[config.mk]
export PLATFORM = sky130hd
export DESIGN_NAME = pir_motion_qualifier
export DESIGN_NICKNAME = d
export VERILOG_FILES = /design/src/design/pmq_pkg.sv /design/src/design/pir_motion_qualifier.sv /design/src/design/pmq_cfg_regs.sv /design/src/design/pmq_core.sv
export SDC_FILE = /design/constraint.sdc
export NUM_CORES = 1
export LEC_CHECK = 0
export BUFFER_PORTS_ARGS = -buffer_cell sky130_fd_sc_hd__clkbuf_2
export CAP_MARGIN = 40
export CELL_PAD_IN_SITES_DETAIL_PLACEMENT = 0
export CELL_PAD_IN_SITES_GLOBAL_PLACEMENT = 2
export CORE_ASPECT_RATIO = 2
export CORE_MARGIN = 3
export CORE_UTILIZATION = 35
export CTS_BUF_LIST = sky130_fd_sc_hd__clkbuf_4 sky130_fd_sc_hd__clkbuf_8 sky130_fd_sc_hd__clkbuf_16
export DETAILED_ROUTE_END_ITERATION = 10
export PLACE_DENSITY_LB_ADDON = 0.1
export SYNTH_ARGS = -nofsm -noshare
export SYNTH_HDL_FRONTEND = slang
export SYNTH_SLANG_ARGS = --single-unit
[constraint.sdc]
create_clock -name clk -period 25.1 [get_ports clk]
set_input_delay 1.255 -clock clk [delete_from_list [all_inputs] [get_ports clk]]
set_output_delay 1.255 -clock clk [all_outputs]
set_load 0.1 [all_outputs]
[src/design/pmq_pkg.sv]
`timescale 1ns / 1ps
// ----------------------------------------------------------------------------
// pmq_pkg
// Shared types and constants for the PIR motion qualifier.
// ----------------------------------------------------------------------------
package pmq_pkg;

    localparam int unsigned TimeWidth  = 32;
    localparam int unsigned CountWidth = 32;
    localparam int unsigned CfgIdxW    = 2;
    localparam int unsigned CfgDataW   = 16;

    localparam logic [TimeWidth-1:0] TRIGGER_WINDOW_MS = 32'd1000;
    localparam logic [TimeWidth-1:0] NO_MOTION_TIME    = 32'hFFFF_FFFF;
    localparam logic [7:0]           TRIGGER_RUN_MAX   = 8'd255;

    localparam logic        RST_ENABLE   = 1'b1;
    localparam logic [15:0] RST_DEBOUNCE = 16'd2000;
    localparam logic [7:0]  RST_TRIGGERS = 8'd1;

    typedef enum logic [2:0] {
        OP_EDGE    = 3'd0,
        OP_POLL    = 3'd1,
        OP_QUALIFY = 3'd2,
        OP_CLEAR   = 3'd3,
        OP_RSTAT   = 3'd4,
        OP_STATUS  = 3'd5
    } opcode_t;

    typedef enum logic [CfgIdxW-1:0] {
        REG_ENABLE   = 2'd0,
        REG_DEBOUNCE = 2'd1,
        REG_TRIGGERS = 2'd2
    } reg_index_t;

    typedef struct packed {
        logic        enable;
        logic [15:0] debounce_ms;
        logic [7:0]  required_triggers;
    } cfg_t;

    typedef struct packed {
        logic [2:0]           opcode;
        logic [TimeWidth-1:0] now_ms;
        logic                 pin_level;
    } item_t;

    typedef struct packed {
        logic                  motion_reported;
        logic                  motion_present;
        logic [CountWidth-1:0] motion_total;
        logic [CountWidth-1:0] false_positive_total;
        logic [TimeWidth-1:0]  time_since_motion;
        logic                  currently_detecting;
    } result_t;

endpackage

[src/design/pir_motion_qualifier.sv]
`timescale 1ns / 1ps
// ----------------------------------------------------------------------------
// pir_motion_qualifier
// Qualifies PIR sensor edges, polls and multi-trigger detections.
// ----------------------------------------------------------------------------
// Usage:
// A request on the input channel (in_valid, in_stall) carries an opcode, a
// millisecond time stamp and the pin level. Every request produces exactly one
// result on the output channel (out_valid, out_stall) with the motion flags,
// both counters, the time since the last motion and the live detect status.
// A request is captured in an input register; when the output register can
// load, the state is updated and the result is captured in the output
// register. One request is taken per cycle as long as results are drained.
// When the receiver stalls, the result holds; the input register still takes
// one more request, then in_stall rises until the result is taken.
// Configuration writes (cfg_wr_en, cfg_index, cfg_wdata) take effect at the
// next edge; the user must make them only while the block is idle, as the
// block itself does not enforce this. Writing enable low also drops any
// pending edge and the motion flag. Reset empties both registers, clears all
// state and restores enable 1, debounce 2000 ms, one trigger.
// ----------------------------------------------------------------------------
module pir_motion_qualifier (
    input  logic                                 clk,
    input  logic                                 rst_n,
    input  logic                                 cfg_wr_en,
    input  logic [pmq_pkg::CfgIdxW-1:0]          cfg_index,
    input  logic [pmq_pkg::CfgDataW-1:0]         cfg_wdata,
    input  logic                                 in_valid,
    output logic                                 in_stall,
    input  logic [2:0]                           opcode,
    input  logic [pmq_pkg::TimeWidth-1:0]        now_ms,
    input  logic                                 pin_level,
    output logic                                 out_valid,
    input  logic                                 out_stall,
    output logic                                 motion_reported,
    output logic                                 motion_present,
    output logic [pmq_pkg::CountWidth-1:0]       motion_total,
    output logic [pmq_pkg::CountWidth-1:0]       false_positive_total,
    output logic [pmq_pkg::TimeWidth-1:0]        time_since_motion,
    output logic                                 currently_detecting
);

    pmq_pkg::cfg_t    cfg;
    logic             disable_clear;
    pmq_pkg::item_t   item_reg;
    logic             item_valid_reg;
    pmq_pkg::result_t res_next;
    pmq_pkg::result_t res_reg;
    logic             res_valid_reg;
    logic             advance;
    logic             take_in;

    pmq_cfg_regs u_cfg (
        .clk           (clk),
        .rst_n         (rst_n),
        .cfg_wr_en     (cfg_wr_en),
        .cfg_index     (cfg_index),
        .cfg_wdata     (cfg_wdata),
        .cfg           (cfg),
        .disable_clear (disable_clear)
    );

    // The output register can load when it is empty or being drained.
    assign advance  = item_valid_reg && (!res_valid_reg || !out_stall);
    assign in_stall = item_valid_reg && !advance;
    assign take_in  = in_valid && !in_stall;

    pmq_core u_core (
        .clk           (clk),
        .rst_n         (rst_n),
        .cfg           (cfg),
        .disable_clear (disable_clear),
        .fire          (advance),
        .item          (item_reg),
        .result        (res_next)
    );

    always_ff @(posedge clk or negedge rst_n)
    begin
        if (!rst_n)
        begin
            item_valid_reg <= 1'b0;
            res_valid_reg  <= 1'b0;
        end
        else
        begin
            item_valid_reg <= take_in || (item_valid_reg && !advance);
            if (advance)
                res_valid_reg <= 1'b1;
            else if (!out_stall)
                res_valid_reg <= 1'b0;
        end
    end

    always_ff @(posedge clk)
    begin
        if (take_in)
        begin
            item_reg.opcode    <= opcode;
            item_reg.now_ms    <= now_ms;
            item_reg.pin_level <= pin_level;
        end
        if (advance)
            res_reg <= res_next;
    end

    assign out_valid            = res_valid_reg;
    assign motion_reported      = res_reg.motion_reported;
    assign motion_present       = res_reg.motion_present;
    assign motion_total         = res_reg.motion_total;
    assign false_positive_total = res_reg.false_positive_total;
    assign time_since_motion    = res_reg.time_since_motion;
    assign currently_detecting  = res_reg.currently_detecting;

`ifndef SYNTHESIS
    // A reported motion always leaves the motion flag set.
    a_report_sets_flag: assert property (@(posedge clk) disable iff (!rst_n)
        (out_valid && motion_reported) |-> motion_present)
        else $error("reported motion without motion flag");

    // A reported motion is stamped with the request time itself.
    a_report_time: assert property (@(posedge clk) disable iff (!rst_n)
        (out_valid && motion_reported) |->
        (time_since_motion == '0 || time_since_motion == pmq_pkg::NO_MOTION_TIME))
        else $error("reported motion with nonzero elapsed time");

    // Back-pressure reaches the input only when a request is held inside.
    a_stall_only_when_full: assert property (@(posedge clk) disable iff (!rst_n)
        in_stall |-> (item_valid_reg && res_valid_reg && out_stall))
        else $error("input stalled with room in the pipeline");
`endif

endmodule

[src/design/pmq_cfg_regs.sv]
`timescale 1ns / 1ps
// ----------------------------------------------------------------------------
// pmq_cfg_regs
// Configuration registers, written through a plain write port.
// ----------------------------------------------------------------------------
module pmq_cfg_regs (
    input  logic                          clk,
    input  logic                          rst_n,
    input  logic                          cfg_wr_en,
    input  logic [pmq_pkg::CfgIdxW-1:0]   cfg_index,
    input  logic [pmq_pkg::CfgDataW-1:0]  cfg_wdata,
    output pmq_pkg::cfg_t                 cfg,
    output logic                          disable_clear
);

    pmq_pkg::cfg_t cfg_reg;
    pmq_pkg::cfg_t cfg_next;
    logic          clear_next;

    always_comb
    begin
        cfg_next   = cfg_reg;
        clear_next = 1'b0;
        if (cfg_wr_en)
        begin
            case (cfg_index)
                pmq_pkg::REG_ENABLE:
                begin
                    cfg_next.enable = cfg_wdata[0];
                    clear_next      = ~cfg_wdata[0];
                end
                pmq_pkg::REG_DEBOUNCE: cfg_next.debounce_ms = cfg_wdata;
                pmq_pkg::REG_TRIGGERS: cfg_next.required_triggers = cfg_wdata[7:0];
                default: ;
            endcase
        end
    end

    always_ff @(posedge clk or negedge rst_n)
    begin
        if (!rst_n)
        begin
            cfg_reg.enable            <= pmq_pkg::RST_ENABLE;
            cfg_reg.debounce_ms       <= pmq_pkg::RST_DEBOUNCE;
            cfg_reg.required_triggers <= pmq_pkg::RST_TRIGGERS;
        end
        else
        begin
            cfg_reg <= cfg_next;
        end
    end

    assign cfg           = cfg_reg;
    // Disabling the block drops the pending edge and the motion flag at once.
    assign disable_clear = clear_next;

endmodule

[src/design/pmq_core.sv]
`timescale 1ns / 1ps
// ----------------------------------------------------------------------------
// pmq_core
// Motion state and the single-pass update for one request.
// ----------------------------------------------------------------------------
module pmq_core (
    input  logic              clk,
    input  logic              rst_n,
    input  pmq_pkg::cfg_t     cfg,
    input  logic              disable_clear,
    input  logic              fire,
    input  pmq_pkg::item_t    item,
    output pmq_pkg::result_t  result
);

    logic                              pending_reg, pending_next;
    logic                              flag_reg, flag_next;
    logic [pmq_pkg::CountWidth-1:0]    motion_cnt_reg, motion_cnt_next;
    logic [pmq_pkg::CountWidth-1:0]    reject_cnt_reg, reject_cnt_next;
    logic [pmq_pkg::TimeWidth-1:0]     last_motion_reg, last_motion_next;
    logic [pmq_pkg::TimeWidth-1:0]     last_accept_reg, last_accept_next;
    logic [pmq_pkg::TimeWidth-1:0]     last_trig_reg, last_trig_next;
    logic [7:0]                        run_reg, run_next;

    logic [pmq_pkg::TimeWidth-1:0]     since_accept;
    logic [pmq_pkg::TimeWidth-1:0]     since_trig;
    logic [pmq_pkg::TimeWidth-1:0]     since_motion;
    logic [pmq_pkg::TimeWidth-1:0]     debounce_wide;
    logic [7:0]                        run_upd;
    logic                              poll_ok;
    logic                              filtering;
    logic                              reported;

    assign debounce_wide = {16'd0, cfg.debounce_ms};
    assign since_accept  = item.now_ms - last_accept_reg;
    assign since_trig    = item.now_ms - last_trig_reg;
    assign poll_ok       = cfg.enable && pending_reg && (since_accept >= debounce_wide);
    assign filtering     = cfg.required_triggers > 8'd1;

    always_comb
    begin
        if (since_trig < pmq_pkg::TRIGGER_WINDOW_MS)
            run_upd = (run_reg == pmq_pkg::TRIGGER_RUN_MAX) ? run_reg : run_reg + 8'd1;
        else
            run_upd = 8'd1;
    end

    always_comb
    begin
        pending_next     = pending_reg;
        flag_next        = flag_reg;
        motion_cnt_next  = motion_cnt_reg;
        reject_cnt_next  = reject_cnt_reg;
        last_motion_next = last_motion_reg;
        last_accept_next = last_accept_reg;
        last_trig_next   = last_trig_reg;
        run_next         = run_reg;
        reported         = 1'b0;

        case (item.opcode)
            pmq_pkg::OP_EDGE:
            begin
                if (cfg.enable)
                    pending_next = 1'b1;
            end
            pmq_pkg::OP_POLL:
            begin
                if (poll_ok)
                begin
                    reported         = 1'b1;
                    last_accept_next = item.now_ms;
                    pending_next     = 1'b0;
                    flag_next        = 1'b1;
                    motion_cnt_next  = motion_cnt_reg + 32'd1;
                    last_motion_next = item.now_ms;
                end
            end
            pmq_pkg::OP_QUALIFY:
            begin
                if (filtering)
                begin
                    run_next       = run_upd;
                    last_trig_next = item.now_ms;
                end
                if (filtering && (run_upd < cfg.required_triggers))
                begin
                    reject_cnt_next = reject_cnt_reg + 32'd1;
                end
                else
                begin
                    reported         = 1'b1;
                    flag_next        = 1'b1;
                    motion_cnt_next  = motion_cnt_reg + 32'd1;
                    last_motion_next = item.now_ms;
                end
            end
            pmq_pkg::OP_CLEAR:
            begin
                pending_next = 1'b0;
                flag_next    = 1'b0;
            end
            pmq_pkg::OP_RSTAT:
            begin
                motion_cnt_next  = '0;
                reject_cnt_next  = '0;
                last_motion_next = '0;
            end
            default: ;
        endcase
    end

    // The status fields look at the state as it stands after this request.
    assign since_motion = item.now_ms - last_motion_next;

    always_comb
    begin
        result.motion_reported      = reported;
        result.motion_present       = flag_next;
        result.motion_total         = motion_cnt_next;
        result.false_positive_total = reject_cnt_next;
        result.time_since_motion    = (last_motion_next == '0) ? pmq_pkg::NO_MOTION_TIME
                                                                : since_motion;
        result.currently_detecting  = cfg.enable && item.pin_level
                                      && (since_motion < debounce_wide);
    end

    always_ff @(posedge clk or negedge rst_n)
    begin
        if (!rst_n)
        begin
            pending_reg     <= 1'b0;
            flag_reg        <= 1'b0;
            motion_cnt_reg  <= '0;
            reject_cnt_reg  <= '0;
            last_motion_reg <= '0;
            last_accept_reg <= '0;
            last_trig_reg   <= '0;
            run_reg         <= '0;
        end
        else if (disable_clear)
        begin
            pending_reg <= 1'b0;
            flag_reg    <= 1'b0;
        end
        else if (fire)
        begin
            pending_reg     <= pending_next;
            flag_reg        <= flag_next;
            motion_cnt_reg  <= motion_cnt_next;
            reject_cnt_reg  <= reject_cnt_next;
            last_motion_reg <= last_motion_next;
            last_accept_reg <= last_accept_next;
            last_trig_reg   <= last_trig_next;
            run_reg         <= run_next;
        end
    end

endmodule
* Word level (Yosys, flattened, before mapping)
Index checks and enable logic that the tools add are counted.
** Operators by class
- $add $sub $neg :: 6
- Multipliers :: 0
- Mux-type cells :: 27
- Reductions and logical operators :: 26
- Shift-type cells :: 0
- Divide/modulo/power cells :: 0
- Bitwise gates (word level) :: 2
- Magnitude comparators :: 5
- Equality and inequality tests :: 10
** Operators with widths (number)
- one-hot mux 32 bit (3 select lines) :: 2
- two-way mux 32 bit :: 5
- subtractor 32 bit :: 3
- adder 32 x 1 -> 32 bit, second input constant :: 2
- one-hot mux 32 bit (2 select lines) :: 1
- >= comparator 32 x 16 -> 1 bit :: 1
- zero test 32 bit :: 1
- less-than comparator 32 x 10 -> 1 bit, second input constant :: 1
- less-than comparator 32 x 16 -> 1 bit :: 1
- two-way mux 8 bit :: 2
- two-way mux 1 bit :: 14
- AND reduction 4 bit :: 3
- adder 8 x 1 -> 8 bit, second input constant :: 1
- equality test 8 bit, second input constant :: 1
- greater-than comparator 8 x 1 -> 1 bit, second input constant :: 1
- logical AND 1 bit :: 8
- less-than comparator 8 bit :: 1
- AND reduction 2 bit :: 4
- equality test 3 x 2 -> 1 bit, second input constant :: 2
- one-hot mux 1 bit (3 select lines) :: 2
- zero test 1 bit :: 4
- nonzero test 4 bit :: 1
- equality test 3 x 1 -> 1 bit, second input constant :: 1
- equality test 3 bit, second input constant :: 1
- 11 further kinds :: 13
** Word-level totals
- Memories :: 0
- Input bits :: 59
- Bits in latches :: 0
- Logic and storage cells :: 98
- Memory bits (read-only) :: 0
- Memory bits (writable) :: 0
- Register bits :: 332
- Output and inout bits :: 101

* Longest topological paths before layout
Gate-level depths: netlist of the first run.
- Depth after elaboration :: 10
- Mapped depth :: 43
- Gate-level depth less buffers :: 41

* By module
From an unflattened synthesis of the first run, not the netlist that was laid out.
** Second synthesis, totals
- Cell total of the unflattened synthesis :: 2283
- Area total of the unflattened synthesis :: 20742.4 sq um
** Modules (own cells, without submodules)
- pmq_core :: times used 1, area an instance 15584.9 sq um, cells each 2085, seq. area each 4254.1 sq um
- pir_motion_qualifier :: times used 1, area an instance 4146.5 sq um, cells each 143, seq. area each 4103.9 sq um
- pmq_cfg_regs :: times used 1, area an instance 1011.0 sq um, cells each 55, seq. area each 635.6 sq um

* Worst setup path before layout of the first run
No wires, ideal clock.
- Path kind :: flip-flop to flip-flop
- Start point :: register item_reg[22] (netlist bit)
- End point :: register res_reg, in the netlist currently_detecting, data pin
- Cell stages (with the launch flop) :: 39
- Buffers on the path :: 4
- Period minus slack after synthesis :: 8.991 ns
- Path slack :: 16.109 ns
- Arrival :: 8.845 ns
- Data required time :: 24.954 ns
- Library setup time :: 0.146 ns
- Cells stage by stage :: edfxtp_1 ha_1 clkbuf_1 and4_1 and2_1 a221o_1 o31ai_1 a22oi_1 a221o_1 or4b_2 clkbuf_1 nor3_1 ha_1 a21o_1 a21oi_1 o211ai_1 or2_2 a2111oi_0 [3 not listed] buf_2 buf_2 a22oi_1 ha_1 nor2b_1 o31a_1 o31a_1 o21bai_1 o21a_1 nor2_1 xor2_1 ha_1 and4b_1 nand4_1 nor4_1 o21ai_0 or4_1 a21oi_1
** RTL lines
- from (decl) :: RTL line pir_motion_qualifier.sv:45 : pmq_pkg::item_t item_reg;
- to (signal assigned) :: RTL line pir_motion_qualifier.sv:104 : res_reg <= res_next;
- to (decl) :: RTL line pir_motion_qualifier.sv:48 : pmq_pkg::result_t res_reg;

==> results by group, run 1 <==
Run status
  • Status: complete, no violations

Place
  • Pre-CTS WS: 13.53 ns
  • DP Area: 22,400 µm²
  • Detailed placement HPWL: 52.9 mm
  • I/O Buffers: 159
  • Placed Cells: 3,124
  • GPL Wtd Cong: 0.874

Route
  • Routed vias: 17,373
  • Final wirelength: 69.8 mm
  • WL per Instance: 21.9 µm
  • Final ANT Viol Nets: 0
  • DRC errors left: 0
  • Vias per std cell: 5.45
  • Initial DRC Count: 1,126
  • DRT Pass-1 Iters: 5

Critical path
  • Crit-path max FO: 65
  • Reg2reg end: currently_detecting
  • CP max stage delay: 0.77 ns
  • Crit path capture type: flop
  • Worst reg-to-reg setup slack: 13.54 ns
  • Slowest stage cell on the critical path: or4b_2
  • Crit path depth: 38
  • Crit-path most repeated cell: a21oi_1
  • Crit path launch: item_reg[11]
  • Worst Path Arrival: 11.97 ns
  • Worst path top cell family by delay: compound AO/OA/AOI/OAI gates
  • R2R Path Start: item_reg[11]
  • Worst EP required: 25.51 ns
  • Crit start category: flop
  • Critical path type: reg2reg
  • Worst Reg-to-Reg Cells: 38
  • Critical path endpoint: currently_detecting
  • Buffers & Inverters on Critical Path: 3

Flow run
  • Maxcap violations: 0

Synth
  • EDFF count, synth: 135
  • Post-synthesis async set-or-reset flop share: 0.593
  • Sequential fraction of the synthesis area: 0.435
  • Post-Syn Nets: 2,456
  • Post-Syn Instances: 2,262
  • Cell taking the most area after synthesis: dfrtp_1
  • Synth top area share: 0.229
  • Cell variety after synth: 82
  • Area contributors post-synth: dfrtp_1, edfxtp_1, ha_1
  • Yosys reg bits: 332
  • Primary FF master, synth: dfrtp_1
  • Syn avg cell area: 9.15 µm²
  • Synthesized cell area: 20,700 µm²
  • Yosys warnings: 0

Clock network
  • Sink Count: 332
  • Num CTS Buffers: 35
  • Worst skew pair latency: 0.56 ns
  • # hold bufs at CTS: 0
  • Resize count post-CTS: 0
  • H-tree lvl count: 2
  • CTS tree: done
  • Clock root buffer: clkbuf_16
  • Clock transition at the registers of the reported paths: 0.06 ns
  • CTS max path bufs: 3
  • Setup Buffers After CTS: 0

STA
  • Fin crit period: 11.56 ns
  • Setup slack after layout: 13.54 ns
  • RSZ-0062 raised after global routing: false
  • Hold WS: 0.500 ns
  • Relative slew slack: 0.403
  • Worst-Margin Slew: 0.884 ns
  • Max Freq: 86.5 MHz
  • Fin crit share: 0.460
  • Setup TNS: 0 ns
  • Clock skew: 0.0230 ns
  • Setup-failing EPs final: 0
  • Hold Vio Cnt, Final: 0
  • Slew Viols, Final: 0

GRT
  • Largest net degree at the start of global routing: 94
  • Initial antenna violation count: 1
  • Vias in the first global route: 17,163
  • Grt total ovfl: 0
  • Total track usage: 0.222
  • First-pass GRT wire length: 105 mm

Layout
  • Final core occ: 0.405
  • Fillers: 5,897
  • Non-filler cells in the finished layout: 3,189
  • Final Cell Area: 23,700 µm²
  • Nets: 2,593
  • Syn-to-layout area delta: 14.3%
  • Max FFs per register: 36
  • Share of cells above drive strength 1: 0.141

Worst hold path
  • HP Class: reg2reg

Pwr
  • Leakage power total: 10.0 nW
  • PwrDens: 95.2 nW/µm²
  • Overall Power: 2.25 mW
  • Maximum VDD drop: 0.0000561 V

Floorplan
  • Core footprint: 58,300 µm²
  • Die area: 62,200 µm²
  • Die W: 178 µm
  • Site row count: 125
  • Io pins: 160
  • Starting Density: 0.355
  • Chip height: 350 µm
[kinds of logic (layout without fill, tap and decap cells)]
kind of cell | after synthesis | count (layout) | synth area share
simple gates | 783 | 783 | 0.182
compound gates | 674 | 674 | 0.205
flops | 332 | 332 | 0.435
buf+inv | 226 | 390 | 0.0432
fa+ha+maj | 135 | 135 | 0.0824
xor+xnor | 66 | 66 | 0.0279
mux | 46 | 46 | 0.0241
other cells | 0 | 1 | 0
[Yosys cell counts (9+ instances only)]
library cell / number
edfxtp_1: 135
o211ai_1: 10
o21ai_1: 16
nor4_1: 22
xnor2_1: 37
nor3_1: 57
or3_1: 11
nor2b_1: 15
nand4_1: 36
a221o_1: 10
buf_2: 18
and2_1: 22
a22o_1: 10
o22ai_1: 9
o21a_1: 17
clkbuf_1: 81
and3_1: 51
nand3_1: 69
dfrtp_1: 189
mux2i_1: 15
a211oi_1: 10
ha_1: 133
a21oi_1: 138
xor2_1: 29
a31oi_1: 16
o31ai_1: 45
a21o_1: 43
inv_1: 120
nor2_1: 122
nand2b_1: 44
o21ai_0: 246
a22oi_2: 15
nand2_1: 295
a22oi_1: 20
mux2_2: 31
[worst min-delay path by stage]
stage                       startpoint                       to  cells past startpoint
6_report                item_valid_reg                out_valid                      1
5_1_grt                 item_valid_reg                out_valid                      1
4_1_cts                 item_valid_reg                out_valid                      1
3_5_place_dp            item_valid_reg                out_valid                      1
3_3_place_gp            item_valid_reg                out_valid                      1
2_1_floorplan  u_core.last_trig_reg[0]  u_core.last_trig_reg[0]                      2
[cell usage in the layout, fill, tap and decap left out, drive strengths merged, types with 9 or more instances in the layout]
cell,synthesis,final
nand2,295,295
o21ai,262,262
clkbuf,82,204
dfrtp,189,189
a21oi,139,139
edfxtp,135,135
ha,133,133
nor2,123,123
inv,121,123
nand3,69,69
nor3,58,58
and3,51,51
buf,23,47
o31ai,46,46
nand2b,44,44
a21o,43,43
xnor2,37,37
nand4,36,36
a22oi,35,35
mux2,31,31
xor2,29,29
and2,24,24
nor4,22,22
o21a,17,17
a31oi,16,16
nor2b,15,15
mux2i,15,15
or3,11,11
a211oi,11,11
clkinv,0,11
a221o,10,10
o211ai,10,10
a22o,10,10
o22ai,9,9
[final cells by class]
class | count | area [µm²] | share of cell area
diodes | 1 | 2.50 | 0.000106
clock buffers | 46 | 1020 | 0.0433
clock inverters | 18 | 191 | 0.00809
inverters | 121 | 454 | 0.0192
multi-input cells | 1704 | 10800 | 0.458
flip-flops and latches | 332 | 8990 | 0.380
well taps | 762 | 953 | 0.0403
repair buffers | 205 | 1200 | 0.0507
[worst reg2reg max path: cells and delay by family (launching register included)]
| family | cells | cell delay, ns |
|---|---|---|
| compound gates | 19 | 4.39 |
| simple gates | 9 | 3.58 |
| fa+ha+maj | 5 | 1.70 |
| buf+inv | 3 | 0.82 |
| flops | 1 | 0.56 |
| xor+xnor | 1 | 0.22 |
| mux | 1 | 0.17 |
[report_power, final]
group          internal [mW]  leakage, nW  total, mW  switching [mW]
clock                  0.322        0.604      0.561           0.239
sequential             0.671         3.76      0.722          0.0508
combinational          0.289         5.65      0.968           0.679
[per-layer routing]
layer,global-route usage,share of wire,up-vias
li1,-,-,8538
met1,0.242,0.38,8368
met2,0.429,0.55,361
met3,0.0217,0.032,106
met4,0.0905,0.045,0
met5,0,0,-
Power figures use the tool's default switching activity.
==> run 2: changes to the inputs <==
==> constraint.sdc (replaced) <==
create_clock -name clk -period 10.1 [get_ports clk]
set_input_delay 0.505 -clock clk [delete_from_list [all_inputs] [get_ports clk]]
set_output_delay 0.505 -clock clk [all_outputs]
set_load 0.1 [all_outputs]
==> run 2 against run 1 <==
  * The run now ends with negative hold slack left
  * Hold slack lost 0.52 ns
  * Non-clock buffer count grew 76
  * Critical path depth grew 1
  * Sequential share of layout area shrank 1.2 points
  * Sequential cell count is the same
  * Via count grew 2.6%
  * Critical endpoint unchanged
  * Cell count grew 2.5%
  * Critical path type unchanged
  * Die area is the same
  * Highest routed layer unchanged
==> results by group, run 2 (synthesis gave the netlist of run 1 again) <==
Route
  • Vias per std cell: 5.46 (+0.14%)
  • Final ANT Viol Nets: 0 (unchanged)
  • Routed vias: 17,828 (+2.6%)
  • Initial DRC Count: 1,170 (+3.9%)
  • WL per Instance: 21.7 µm (-0.96%)
  • DRC errors left: 0 (unchanged)
  • DRT Pass-1 Iters: 7 (+2)
  • Final wirelength: 70.8 mm (+1.5%)

Floorplan
  • Die area: 62,200 µm² (unchanged)
  • Starting Density: 0.355 (unchanged)
  • Die W: 178 µm (unchanged)
  • Site row count: 125 (unchanged)
  • Io pins: 160 (unchanged)
  • Chip height: 350 µm (unchanged)
  • Core footprint: 58,300 µm² (unchanged)

Pwr
  • Overall Power: 5.77 mW (+160%)
  • PwrDens: 236 nW/µm² (+150%)
  • Maximum VDD drop: 0.000189 V (+240%)
  • Leakage power total: 10.4 nW (+4.2%)

Clock network
  • CTS tree: done
  • Clock transition at the registers of the reported paths: 0.06 ns (about the same)
  • Num CTS Buffers: 37 (+5.7%)
  • Worst skew pair latency: 0.56 ns (about the same)
  • Clock root buffer: clkbuf_16
  • H-tree lvl count: 2 (unchanged)
  • CTS max path bufs: 3 (unchanged)
  • # hold bufs at CTS: 0 (unchanged)
  • Sink Count: 332 (unchanged)

GRT
  • Vias in the first global route: 17,965 (+4.7%)
  • Total track usage: 0.227 (+0.00454)
  • Grt total ovfl: 0 (unchanged)
  • Initial antenna violation count: 1 (unchanged)
  • First-pass GRT wire length: 108 mm (+2.0%)
  • Largest net degree at the start of global routing: 84 (-11%)

Layout
  • Final core occ: 0.419 (+0.0137)
  • Max FFs per register: 36 (unchanged)
  • Non-filler cells in the finished layout: 3,268 (+2.5%)
  • Share of cells above drive strength 1: 0.177 (+0.0366)
  • Fillers: 5,801 (-1.6%)
  • Syn-to-layout area delta: 18.2%
  • Most frequent cells in the layout: nand2_1, o21ai_0, dfrtp_1
  • Nets: 2,671 (+3.0%)
  • Ant. Diodes: 0 (-1)
  • Most common cell after layout, fill and taps aside: nand2_1

Worst hold path
  • HP Class: in2async

STA
  • Fin crit share: 0.952 (+0.491)
  • Fin crit period: 9.61 ns (-1.95 ns)
  • Hold Vio Cnt, Final: 2 (+2)
  • Worst-Margin Slew: 0.900 ns (+0.0161 ns)
  • Setup-failing EPs final: 0 (unchanged)
  • Clock skew: 0.0189 ns (-0.00418 ns)
  • Relative slew slack: 0.385 (-0.0179)
  • Hold WS: -0.0246 ns (-0.524 ns)
  • Slew Viols, Final: 0 (unchanged)
  • Max Freq: 104 MHz (+20%)
  • Setup slack after layout: 0.488 ns (-13.05 ns)

Critical path
  • CP max stage delay: 0.57 ns (-0.20 ns)
  • Worst Path Arrival: 10.02 ns (-1.95 ns)
  • Slowest stage cell on the critical path: or4_1
  • Crit-path max FO: 6 (-91%)
  • Crit-path most repeated cell: ha_1
  • Critical path type: reg2reg
  • Crit path capture type: flop
  • Crit start category: flop
  • Worst EP required: 10.51 ns (-15.00 ns)

Place
  • Pre-CTS WS: -0.00112 ns (-13.53 ns)
  • GPL Wtd Cong: 0.898 (+2.8%)
  • Detailed placement HPWL: 53.9 mm (+1.9%)
  • Placed Cells: 3,196 (+2.3%)
  • I/O Buffers: 159 (unchanged)

Run status
  • Status: complete, but fails checks
  • Failing checks: negative hold slack

Flow run
  • Maxcap violations: 0 (unchanged)
run 2: final timing paths:
path | startpoint | end | slack (ns) | depth (start not counted)
min in group clk | now_ms[22] | item_reg[23] | 0.12 | 1
max in group asynchronous | rst_n | u_core.motion_cnt_reg[24] | 8.84 | 2
setup reg to reg | item_reg[1] | currently_detecting | 0.49 | 39
hold reg to reg | u_core.last_trig_reg[0] | u_core.last_trig_reg[0] | 0.49 | 2
setup / recovery | item_reg[1] | currently_detecting | 0.49 | 39
hold / removal | rst_n | u_core.reject_cnt_reg[12] | -0.02 | 1
run 2: layout make-up:
type / instances / area [µm²] / share of cell area
clock buffers: 49 / 1080 / 0.0440
clock inverters: 19 / 206 / 0.00844
inverters: 121 / 454 / 0.0186
multi-input cells: 1704 / 10900 / 0.448
flip-flops and latches: 332 / 8990 / 0.368
well taps: 762 / 953 / 0.0390
repair buffers: 281 / 1820 / 0.0743
run 2: report_power, final:
group	total (mW)	leakage (nW)	switching [mW]	internal (mW)
clock	1.46	0.637	0.600	0.857
sequential	1.79	3.76	0.120	1.67
combinational	2.53	6.04	1.72	0.810
run 2: worst max-delay path, delay by kind of cell, from the launching register on:
kind | cells | cell delay (ns)
AND/OR/NAND/NOR | 6 | 1.92
AO/OA/AOI/OAI | 20 | 4.28
flip-flops | 1 | 0.49
XOR/XNOR | 2 | 0.44
buffers and inverters | 6 | 0.91
adder cells (fa/ha/maj) | 5 | 1.41
run 2: repair_timing:
| action | 4_1_cts | 5_1_grt |
|---|---|---|
| resized for setup | 1 | 30 |
| buffers inserted | 0 | 4 |
| pin swaps | 0 | 3 |
| endpoints found under the setup margin | 1 | 7 |
run 2: metrics by stage:
stage	area [µm²]	TNS, ns
CTS	24300	0
detailed placement	23000	-0.00112
global placement	22900	0
global route	24400	-0.0107
floorplan	20700	0
finish	24400	0
run 2: metal layers:
layer  track usage  share of wire  up-vias
met5             0              0        -
met4         0.106          0.052        0
met3        0.0241          0.033      120
met2         0.431           0.54      399
met1         0.246           0.37     8600
li1              -              -     8709
